[src/hdl/tog_pkg.sv]
// Shared types and constants for the text overlay glyph renderer.
package tog_pkg;

    localparam int GLYPH_W       = 5;
    localparam int GLYPH_H       = 7;
    localparam int NUM_GLYPHS    = 13;
    localparam int GLYPH_SPACING = 1;
    localparam int BOX_PADDING   = 1;
    localparam int FRAME_WIDTH   = 1920;
    localparam int FRAME_HEIGHT  = 1080;
    localparam int PITCH         = GLYPH_W + GLYPH_SPACING;

    localparam int COORD_W = 12;
    localparam int DELTA_W = COORD_W + 1;
    localparam int COLOR_W = 32;
    localparam int LEN_W   = 5;
    localparam int CODE_W  = 4;
    localparam int CFG_W   = 64;
    localparam int ADDR_W  = 3;

    localparam logic [ADDR_W-1:0] REG_TEXT_CODES  = 3'd0;
    localparam logic [ADDR_W-1:0] REG_TEXT_LENGTH = 3'd1;
    localparam logic [ADDR_W-1:0] REG_ORIGIN_X    = 3'd2;
    localparam logic [ADDR_W-1:0] REG_ORIGIN_Y    = 3'd3;
    localparam logic [ADDR_W-1:0] REG_FG_COLOR    = 3'd4;
    localparam logic [ADDR_W-1:0] REG_BG_COLOR    = 3'd5;

    typedef logic [COLOR_W-1:0] color_t;
    typedef logic [COORD_W-1:0] coord_t;
    typedef logic signed [DELTA_W-1:0] delta_t;
    typedef logic [GLYPH_W-1:0] glyph_row_t;

    // rows top to bottom, bit 4 is the leftmost column
    localparam glyph_row_t FONT_ROM [0:NUM_GLYPHS-1][0:GLYPH_H-1] = '{
        '{5'h0E, 5'h11, 5'h13, 5'h15, 5'h19, 5'h11, 5'h0E},
        '{5'h04, 5'h0C, 5'h04, 5'h04, 5'h04, 5'h04, 5'h0E},
        '{5'h0E, 5'h11, 5'h01, 5'h02, 5'h04, 5'h08, 5'h1F},
        '{5'h1F, 5'h02, 5'h04, 5'h02, 5'h01, 5'h11, 5'h0E},
        '{5'h02, 5'h06, 5'h0A, 5'h12, 5'h1F, 5'h02, 5'h02},
        '{5'h1F, 5'h10, 5'h1E, 5'h01, 5'h01, 5'h11, 5'h0E},
        '{5'h06, 5'h08, 5'h10, 5'h1E, 5'h11, 5'h11, 5'h0E},
        '{5'h1F, 5'h01, 5'h02, 5'h04, 5'h08, 5'h08, 5'h08},
        '{5'h0E, 5'h11, 5'h11, 5'h0E, 5'h11, 5'h11, 5'h0E},
        '{5'h0E, 5'h11, 5'h11, 5'h0F, 5'h01, 5'h02, 5'h0C},
        '{5'h00, 5'h00, 5'h00, 5'h0E, 5'h00, 5'h00, 5'h00},
        '{5'h00, 5'h00, 5'h00, 5'h00, 5'h00, 5'h00, 5'h00},
        '{5'h00, 5'h04, 5'h04, 5'h00, 5'h04, 5'h04, 5'h00}
    };

endpackage

[src/hdl/text_overlay_glyph_renderer_unit.sv]
// Top level of the text overlay glyph renderer: three-stage pixel pipeline.
// Each pixel passes through the stage 1, 2 and 3 registers; m_valid is the stage 3 valid,
//   and an output stall holds the result there until m_ready is high.
// Throughput: one pixel per cycle; each stage refills in the same cycle it drains, and
// s_ready falls only while all three stages are full and m_ready is low.
// Reset (aresetn low, synchronous) empties the pipeline and restores registers:
// text off, origin zero, foreground all ones, background zero.
module text_overlay_glyph_renderer_unit #(
    parameter int MAX_CHARS = 16
) (
    input  logic                     aclk,
    input  logic                     aresetn,
    input  logic                     cfg_we,
    input  logic [tog_pkg::ADDR_W-1:0] cfg_addr,
    input  logic [tog_pkg::CFG_W-1:0]  cfg_wdata,
    input  logic                     s_valid,
    output logic                     s_ready,
    input  logic [11:0]              s_pixel_x,
    input  logic [11:0]              s_pixel_y,
    input  logic [31:0]              s_pixel_in,
    output logic                     m_valid,
    input  logic                     m_ready,
    output logic [31:0]              m_pixel_out
);
    import tog_pkg::*;

    localparam int CI_W      = (MAX_CHARS > 1) ? $clog2(MAX_CHARS) : 1;
    localparam int TEXT_SPAN = MAX_CHARS * PITCH;
    localparam int DXL_W     = $clog2(TEXT_SPAN);
    localparam int CODES_W   = MAX_CHARS * CODE_W;

    // configuration registers
    logic [CODES_W-1:0] text_codes_reg;
    logic [LEN_W-1:0]   text_length_reg;
    coord_t             origin_x_reg;
    coord_t             origin_y_reg;
    color_t             fg_color_reg;
    color_t             bg_color_reg;

    always_ff @(posedge aclk) begin
        if (!aresetn) begin
            text_codes_reg  <= '0;
            text_length_reg <= '0;
            origin_x_reg    <= '0;
            origin_y_reg    <= '0;
            fg_color_reg    <= '1;
            bg_color_reg    <= '0;
        end else if (cfg_we) begin
            case (cfg_addr)
                REG_TEXT_CODES:  text_codes_reg  <= cfg_wdata[CODES_W-1:0];
                REG_TEXT_LENGTH: text_length_reg <= cfg_wdata[LEN_W-1:0];
                REG_ORIGIN_X:    origin_x_reg    <= cfg_wdata[COORD_W-1:0];
                REG_ORIGIN_Y:    origin_y_reg    <= cfg_wdata[COORD_W-1:0];
                REG_FG_COLOR:    fg_color_reg    <= cfg_wdata[COLOR_W-1:0];
                REG_BG_COLOR:    bg_color_reg    <= cfg_wdata[COLOR_W-1:0];
                default: ;
            endcase
        end
    end

    // clamp length to the stored character count
    logic [LEN_W-1:0] n_eff;
    delta_t           text_right;
    delta_t           box_right;
    assign n_eff      = (text_length_reg > LEN_W'(MAX_CHARS)) ? LEN_W'(MAX_CHARS)
                                                              : text_length_reg;
    assign text_right = DELTA_W'(n_eff * PITCH);
    assign box_right  = text_right - DELTA_W'(GLYPH_SPACING) + DELTA_W'(BOX_PADDING);

    // per-stage handshake
    logic adv1, adv2, adv3;
    logic v1_reg, v2_reg, v3_reg;
    assign adv3    = !v3_reg || m_ready;
    assign adv2    = !v2_reg || adv3;
    assign adv1    = !v1_reg || adv2;
    assign s_ready = adv1;

    // stage 1: offsets from origin, frame and enable check
    logic   act1_reg, act1_next;
    delta_t dx1_reg, dx1_next;
    delta_t dy1_reg, dy1_next;
    color_t pix1_reg;

    always_comb begin
        act1_next = ({1'b0, s_pixel_x} < DELTA_W'(FRAME_WIDTH)) &&
                    ({1'b0, s_pixel_y} < DELTA_W'(FRAME_HEIGHT)) &&
                    (n_eff != '0);
        dx1_next  = $signed({1'b0, s_pixel_x}) - $signed({1'b0, origin_x_reg});
        dy1_next  = $signed({1'b0, s_pixel_y}) - $signed({1'b0, origin_y_reg});
    end

    always_ff @(posedge aclk) begin
        if (!aresetn) begin
            v1_reg <= 1'b0;
        end else if (adv1) begin
            v1_reg <= s_valid;
        end
    end

    always_ff @(posedge aclk) begin
        if (adv1) begin
            act1_reg <= act1_next;
            dx1_reg  <= dx1_next;
            dy1_reg  <= dy1_next;
            pix1_reg <= s_pixel_in;
        end
    end

    // stage 2: box test, glyph band test, character index
    logic             act2_reg;
    logic             box2_reg, box2_next;
    logic             gok2_reg, gok2_next;
    logic [CI_W-1:0]  ci2_reg, ci2_next;
    logic [DXL_W-1:0] dxl2_reg, dxl2_next;
    logic [2:0]       row2_reg, row2_next;
    color_t           pix2_reg;

    always_comb begin
        box2_next = (bg_color_reg != '0) &&
                    (dx1_reg >= -DELTA_W'(BOX_PADDING)) && (dx1_reg < box_right) &&
                    (dy1_reg >= -DELTA_W'(BOX_PADDING)) &&
                    (dy1_reg < DELTA_W'(GLYPH_H + BOX_PADDING));
        gok2_next = (dx1_reg >= 0) && (dx1_reg < text_right) &&
                    (dy1_reg >= 0) && (dy1_reg < DELTA_W'(GLYPH_H));
        dxl2_next = gok2_next ? dx1_reg[DXL_W-1:0] : '0;
        row2_next = gok2_next ? dy1_reg[2:0] : 3'd0;
        ci2_next  = '0;
        for (int k = 1; k < MAX_CHARS; k++) begin
            if (dxl2_next >= DXL_W'(k * PITCH)) ci2_next = CI_W'(k);
        end
    end

    always_ff @(posedge aclk) begin
        if (!aresetn) begin
            v2_reg <= 1'b0;
        end else if (adv2) begin
            v2_reg <= v1_reg;
        end
    end

    always_ff @(posedge aclk) begin
        if (adv2) begin
            act2_reg <= act1_reg;
            box2_reg <= box2_next;
            gok2_reg <= gok2_next;
            ci2_reg  <= ci2_next;
            dxl2_reg <= dxl2_next;
            row2_reg <= row2_next;
            pix2_reg <= pix1_reg;
        end
    end

    // stage 3: column within the cell, font lookup, color select
    logic [DXL_W-1:0]  col_full;
    logic [2:0]        col;
    logic [CODE_W-1:0] code;
    logic [CODE_W-1:0] code_idx;
    glyph_row_t        row_bits;
    logic              glyph_hit;
    color_t            pix3_reg, pix3_next;

    always_comb begin
        col_full  = dxl2_reg - DXL_W'(ci2_reg * PITCH);
        col       = col_full[2:0];
        code      = text_codes_reg[ci2_reg * CODE_W +: CODE_W];
        code_idx  = (code < CODE_W'(NUM_GLYPHS)) ? code : '0;
        row_bits  = FONT_ROM[code_idx][row2_reg];
        glyph_hit = gok2_reg && (code < CODE_W'(NUM_GLYPHS)) &&
                    (col < 3'(GLYPH_W)) && row_bits[3'(GLYPH_W - 1) - col];
        if (act2_reg && glyph_hit) begin
            pix3_next = fg_color_reg;
        end else if (act2_reg && box2_reg) begin
            pix3_next = bg_color_reg;
        end else begin
            pix3_next = pix2_reg;
        end
    end

    always_ff @(posedge aclk) begin
        if (!aresetn) begin
            v3_reg <= 1'b0;
        end else if (adv3) begin
            v3_reg <= v2_reg;
        end
    end

    always_ff @(posedge aclk) begin
        if (adv3) begin
            pix3_reg <= pix3_next;
        end
    end

    assign m_valid     = v3_reg;
    assign m_pixel_out = pix3_reg;

    // a full pipeline is the only reason to refuse a transfer
    a_ready_full: assert property (@(posedge aclk) disable iff (!aresetn)
        !s_ready |-> (v1_reg && v2_reg && v3_reg))
        else $error("input stalled with a bubble in the pipeline");

    // a stalled middle stage must hold its item
    a_stage2_hold: assert property (@(posedge aclk) disable iff (!aresetn)
        (v2_reg && !adv2) |=> (v2_reg && $stable(dxl2_reg) && $stable(ci2_reg)
                               && $stable(pix2_reg)))
        else $error("stage 2 item changed while stalled");

    // a pixel in the glyph band always maps to a character in use
    a_char_index: assert property (@(posedge aclk) disable iff (!aresetn)
        (v2_reg && gok2_reg) |-> ({{(LEN_W > CI_W ? LEN_W - CI_W : 0){1'b0}}, ci2_reg}
                                  < n_eff))
        else $error("character index beyond text length");

endmodule

[config.mk]
export PLATFORM = sky130hd
export DESIGN_NAME = text_overlay_glyph_renderer_unit
export DESIGN_NICKNAME = d
export VERILOG_FILES = /design/src/hdl/tog_pkg.sv /design/src/hdl/text_overlay_glyph_renderer_unit.sv
export SDC_FILE = /design/constraint.sdc
export NUM_CORES = 1
export LEC_CHECK = 0
export ABC_AREA = 0
export BUFFER_PORTS_ARGS = -buffer_cell sky130_fd_sc_hd__buf_2
export CAP_MARGIN = 20
export CORE_MARGIN = 2
export CORE_UTILIZATION = 60
export CTS_CLUSTER_DIAMETER = 200
export DETAILED_ROUTE_END_ITERATION = 10
export MAX_ROUTING_LAYER = met4
export PLACE_DENSITY = 0.81
export SLEW_MARGIN = 20
export SYNTH_ARGS = -nofsm -noshare
export SYNTH_HDL_FRONTEND = slang
export SYNTH_SLANG_ARGS = --single-unit
[constraint.sdc]
create_clock -name aclk -period 9.7 [get_ports aclk]
set_clock_uncertainty 0.2 [all_clocks]
set_input_delay 0.485 -clock aclk [delete_from_list [all_inputs] [get_ports aclk]]
set_output_delay 0.485 -clock aclk [all_outputs]
set_load 0.02 [all_outputs]
**Word-level counts from Yosys, hierarchy flattened**

Memory sizes are Yosys's and may differ from the RTL's.
Index checks and enable logic that the tools add are counted.

- Output and inout bits: 34
- Memories kept: 1
- Register bits after elaboration: 296
- ROM bits: 560

Memories:

| name | depth | bits a word | rd ports | clocked after memory_dff | wr ports | RTL line | RTL |
|---|---|---|---|---|---|---|---|
| (no name shown) | 16 | 35 | 1 | 0 | 0 | text_overlay_glyph_renderer_unit.sv:167 | `row_bits = FONT_ROM[code_idx][row2_reg];` |

- Multiply operators: 2
- Reduce and logical (&&, ||, !) cells: 32
- Bitwise operators: 2
- Eq/ne operators: 5
- Add/subtract/negate cells: 6
- Multiplexer cells: 26
- Shift-type cells: 1
- Magnitude comparators: 31

Operators with widths:

| cell | number |
|---|---|
| $mux W35 | 2 |
| $mux W32 | 2 |
| $shiftx A64 B7 Y4 | 1 |
| $ge A13 B1 Y1 const B | 4 |
| $ge A7 B6 Y1 const B | 5 |
| $ge A7 B7 Y1 const B | 5 |
| $reduce_bool A32 Y1 | 1 |
| $mux W4 | 7 |
| $sub A12 B12 Y13 | 2 |
| $lt A12 B11 Y1 const B | 2 |
| $ge A7 B5 Y1 const B | 3 |
| $bmux W5 S3 | 1 |
| $mux W5 | 3 |
| $logic_and A1 B1 Y1 | 14 |
| $lt A13 B10 Y1 | 1 |
| $lt A13 B4 Y1 const B | 1 |
| $lt A13 B5 Y1 const B | 1 |
| $lt A13 B9 Y1 | 1 |
| $mux W3 | 4 |
| $reduce_and A2 Y1 | 6 |
| $add A9 B2 Y10 const B | 1 |
| $sub A8 B1 Y9 const B | 1 |
| $reduce_or A8 Y1 | 1 |
| $ge A7 B3 Y1 const B | 1 |
| 26 further kinds | 35 |

**Longest topological paths before layout**

- Word-level depth: 23
- Mapped depth: 21
- Mapped depth without buffers: 19

**Least setup slack after synthesis**

Ideal clock, no wire load.

- Path type: flip-flop to flip-flop
- Start: reg text_length_reg[4]
- End: reg box2_reg, data pin
- Arrival time: 4.271 ns
- Setup time: 0.146 ns
- Period minus slack after synthesis: 4.617 ns
- Path slack: 5.083 ns
- Cell stages (with the launch flop): 21
- Required time: 9.354 ns
- Cells stage by stage: dfxtp_1 -> clkbuf_1 -> nand2b_1 -> inv_1 -> ha_1 -> a21o_1 -> a21oi_1 -> xor2_1 -> xnor2_1 -> nor3_1 -> a31oi_1 -> nor4_1 -> xnor2_1 -> ha_1 -> o21a_1 -> o21a_1 -> o21a_1 -> o21ai_0 -> a21oi_1 -> or4b_2 -> a21oi_1

- Cells in the longest elaborated chain, start to end: 9

Ends and longest elaborated chain:

| what | RTL line | RTL |
|---|---|---|
| start: declaration | text_overlay_glyph_renderer_unit.sv:34 | `logic [LEN_W-1:0] text_length_reg;` |
| start signal: assignment | text_overlay_glyph_renderer_unit.sv:51 | `REG_TEXT_LENGTH: text_length_reg <= cfg_wdata[LEN_W-1:0];` |
| $gt A5 B5 Y1 | text_overlay_glyph_renderer_unit.sv:65 | `assign n_eff = (text_length_reg > LEN_W'(MAX_CHARS)) ? LEN_W'(MAX_CHARS)` |
| $mux W5 * | text_overlay_glyph_renderer_unit.sv:65 |  |
| $mul A5 B2 Y7 * | text_overlay_glyph_renderer_unit.sv:67 | `assign text_right = DELTA_W'(n_eff * PITCH);` |
| $sub A8 B1 Y9 * | text_overlay_glyph_renderer_unit.sv:68 | `assign box_right = text_right - DELTA_W'(GLYPH_SPACING) + DELTA_W'(BOX_PADDING);` |
| $add A9 B2 Y10 * | text_overlay_glyph_renderer_unit.sv:68 |  |
| $lt A13 B10 Y1 * | text_overlay_glyph_renderer_unit.sv:120 | `(dx1_reg >= -DELTA_W'(BOX_PADDING)) && (dx1_reg < box_right) &&` |
| $logic_and A1 B1 Y1 * (2 in series) | text_overlay_glyph_renderer_unit.sv:120 |  |
| $logic_and A1 B1 Y1 * | text_overlay_glyph_renderer_unit.sv:121 | `(dy1_reg >= -DELTA_W'(BOX_PADDING)) &&` |
| via box2_next | text_overlay_glyph_renderer_unit.sv:111 | `logic box2_reg, box2_next;` |
| end signal: assignment | text_overlay_glyph_renderer_unit.sv:144 | `box2_reg <= box2_next;` |
| end: declaration | text_overlay_glyph_renderer_unit.sv:111 |  |

The timed path passes the listed nets; every way through them passes the cells marked *.
A chain may end at the register's enable or synchronous reset.

**Worst setup path after layout**

- Start: reg ci2_reg[1]
- End: reg pix3_reg[0] (netlist: m_pixel_out[0]), data pin

- Cells in the longest elaborated chain, start to end: 15
- Elaborated cells on any way between the ends: 21

Ends and longest elaborated chain:

| what | RTL line | RTL |
|---|---|---|
| start: declaration | text_overlay_glyph_renderer_unit.sv:113 | `logic [CI_W-1:0] ci2_reg, ci2_next;` |
| start signal: assignment | text_overlay_glyph_renderer_unit.sv:146 | `ci2_reg <= ci2_next;` |
| $shiftx A64 B7 Y4 | text_overlay_glyph_renderer_unit.sv:165 | `code = text_codes_reg[ci2_reg * CODE_W +: CODE_W];` |
| $lt A4 B4 Y1 | text_overlay_glyph_renderer_unit.sv:166, text_overlay_glyph_renderer_unit.sv:168 |  |
| $mux W4 | text_overlay_glyph_renderer_unit.sv:166 | `code_idx = (code < CODE_W'(NUM_GLYPHS)) ? code : '0;` |
| $not A4 Y5 (implied by the code) | text_overlay_glyph_renderer_unit.sv:167 |  |
| $mem_v2 Z16 W35 | n/a |  |
| $mux W35 (implied by the code) (2 in series) | text_overlay_glyph_renderer_unit.sv:167 |  |
| $bmux W5 S3 | text_overlay_glyph_renderer_unit.sv:167 |  |
| $mux W5 (implied by the code) (2 in series) | text_overlay_glyph_renderer_unit.sv:167 |  |
| $bmux W1 S3 | text_overlay_glyph_renderer_unit.sv:169 | `(col < 3'(GLYPH_W)) && row_bits[3'(GLYPH_W - 1) - col];` |
| $mux W1 (implied by the code) | text_overlay_glyph_renderer_unit.sv:169 |  |
| $logic_and A1 B1 Y1 * | text_overlay_glyph_renderer_unit.sv:169 |  |
| $logic_and A1 B1 Y1 * | text_overlay_glyph_renderer_unit.sv:170 | `if (act2_reg && glyph_hit) begin` |
| $mux W32 * | text_overlay_glyph_renderer_unit.sv:170 |  |
| via pix3_next[0] | text_overlay_glyph_renderer_unit.sv:160 | `color_t pix3_reg, pix3_next;` |
| end signal: assignment | text_overlay_glyph_renderer_unit.sv:189 | `pix3_reg <= pix3_next;` |
| end: declaration | text_overlay_glyph_renderer_unit.sv:160 |  |

The timed path passes the listed nets; every way through them passes the cells marked *. The select of a mux whose other input is x is not followed.

==> results_dict.tcl <==
set metrics [dict create \
    min_period_ns 5.666 \
    wl_mm 38.44 \
    hpwlAfterDp_mm 25.97 \
    hold_viol 0 \
    insertion_delay_ns 0.56 \
    synth_edf_count 136 \
    cap_viol_max_count 0 \
    drt_pre_antenna_iters 5 \
    die_area_um2 25750 \
    antenna_found_initial 1 \
    yosysTopAreaCell "edfxtp_1" \
    crit_cells 16 \
    dp_cells 1875 \
    via_per_inst 5.779 \
    fin_setup_tns_ns 0 \
    ctsResizeCount 0 \
    synthToLayoutAreaGrowth_pct 17.91 \
    critPathTopFamily "multiplexers" \
    synth_nets 1644 \
    total_power_mw 2.854 \
    worstPathRequired_ns 9.80 \
    vdd_drop_max_uv 139.4 \
    grt_max_degree 87 \
    cp_max_fo 32 \
    fillers 1630 \
    max_stage_delay_ns 0.87 \
    yosysUniqueCellTypes 82 \
    dpl_cell_area_um2 15680 \
    nets 1834 \
    finalNonFillerCells 1993 \
    setup_viol 0 \
    grt_pass1_vias 11439 \
    netlist_top_cells_area "edfxtp_1, dfxtp_1, nand2_1, a21boi_0, ha_1" \
    core_area_um2 24180 \
    crit_slowest_cell "edfxtp_1" \
    powerDensity_nw_per_um2 164.8 \
    grt_pass1_wl_mm 60.83 \
    worstHoldPathType "in2reg" \
    crit_buf_inv 1 \
    cts_tree "built" \
    rsz0062_at_grt "no" \
    cts_made_buffers 30 \
    cp_common_cell "mux2_2" \
    grt_use_total_pct 30.90 \
    via_count 11517 \
    ys_seq_area_share_pct 49.61 \
    drv_slew 0 \
    whs_path_depth 3 \
    largest_reg_flops 64 \
    root_buffer "clkbuf_16" \
    synthesis.area_um2 14690 \
    grt.overflow.total 0 \
    postCtsSetupBuffers 0 \
    die_w_um 160.5 \
    r2r_cells 16 \
    clk_path_buf_depth 3 \
    postSynthCellCount 1454 \
    syn_avg_cell_area_um2 10.10 \
    fin_crit_sh_pct 58.41 \
    critPathArrivalTime_ns 5.77 \
    synth.most_common_cell "nand2_1" \
    yosysTopAreaCellShare_pct 27.80 \
    start_util_pct 60.75 \
    fp.dieH_um 160.5 \
    place_ws_ns 4.051 \
    layout-drive-gt1-share_pct 19.66 \
    ys_dominant_reg_cell "dfxtp_1" \
    portBuffers 161 \
    clk_pin_slew_ns 0.07 \
    worst_pin_slew_ns 0.8268 \
    fmax_ghz 0.1765 \
    fin_area_um2 17320 \
    status "finished, final reports clean" \
    synth_async_sr_flop_share_pct 0 \
    leakage_nw 6.894 \
    cts_max_level 1 \
    fp-row-count 57 \
    cp-start-kind "flop" \
    path_cells "mux4_2, mux2_2, o21ba_1, nand2_1, nand2b_1, ha_1, nor2_1, a21oi_1, mux2i_1, a32oi_1, o311ai_1, nand3_1, o22ai_2, o211ai_4, buf_4, mux2_2" \
    slew_headroom_pct 44.88 \
    drt.antenna.violating_nets 0 \
    synth.top_cells.by_count "nand2_1, dfxtp_1, edfxtp_1, a21boi_0, inv_1" \
    ys_seq_elements 296 \
    wire_per_inst_um 19.29 \
    setup.worst_path.class "reg2reg" \
    gp_congestion 0.8882 \
    crit_path_end_kind "flop" \
    drcViolationCount 0 \
    ys_warn_count 0 \
    fin_ws_ns 4.034 \
    cts_sinks 296 \
    drtIter0Drc 933 \
    ioPinCount 162 \
]
path summary, 6_finish.rpt:
path	slack [ns]	to	start
max reg2reg	4.03	m_pixel_out[0]$_DFFE_PP_	ci2_reg[1]$_SDFFCE_PP1P_
max	4.03	m_pixel_out[0]$_DFFE_PP_	ci2_reg[1]$_SDFFCE_PP1P_
min reg2reg	0.21	pix2_reg[2]$_DFFE_PP_	pix1_reg[2]$_DFFE_PP_
min	0.01	bg_color_reg[19]$_SDFFE_PN0P_	cfg_wdata[19]
tightest hold or removal path: cells and delay by family:
family | cells | cell delay (ns)
buf+inv | 1 | 0.13
simple gates | 1 | 0.05
compound gates | 1 | 0.06
placed cells by master (no fill, tap or decap), types with 17 or more instances in the layout:
cell and instances:
mux2_4 30, dlygate4sd3_1 61, nor2_1 58, nand2_1 360, nor2b_1 17, clkbuf_16 33
o21ai_0 39, buf_2 160, a21oi_1 32, nand3_1 49, a21boi_0 132, dfxtp_1 160
mux2_2 35, ha_1 59, inv_1 67, edfxtp_1 136
metal layers:
metal	vias up	wire [um]	track usage (%)
li1	5461	-	-
met3	104	2756	3.977
met1	5469	15250	37.61
met4	0	1634	11.92
met5	-	0	-
met2	483	18800	52.68
final cells by class:
type / instances / area [um2] / share of cell area [%]
Sequential cell: 296 / 7287 / 42.08
Antenna cell: 1 / 2.502 / 0.01445
Clock buffer: 47 / 918.4 / 5.303
Clock inverter: 9 / 108.9 / 0.6286
Tap cell: 324 / 405.4 / 2.341
Multi-Input combinational cell: 1013 / 6810 / 39.33
Inverter: 68 / 256.5 / 1.481
Timing Repair Buffer: 235 / 1529 / 8.829
cell families after synthesis:
| family | synth area share [%] |
|---|---|
| fa+ha+maj | 5.435 |
| compound gates | 14.03 |
| buf+inv | 4.217 |
| simple gates | 16.10 |
| flops | 49.61 |
| mux | 8.996 |
| xor+xnor | 1.610 |
stage by stage:
stage	hold WS (ns)	util [%]
floorplan	0.2003	-
global placement	0.2017	64.76
detailed placement	0.2045	64.85
CTS	0.0002254	71.62
global route	0.008685	71.63
finish	0.01028	71.63
report_power, final:
part	internal [mW]	total [mW]	switching [mW]
clock	0.704	1.18	0.475
sequential	1.36	1.40	0.0362
combinational	0.131	0.279	0.148
repair_timing:
| action | in CTS | in global routing |
|---|---|---|
| hold endpoints to repair | 71 | 0 |
| hold buffers | 61 | 0 |
| endpoints found under the setup margin | 0 | 0 |
No activity file was read; power rests on OpenSTA's default activity.
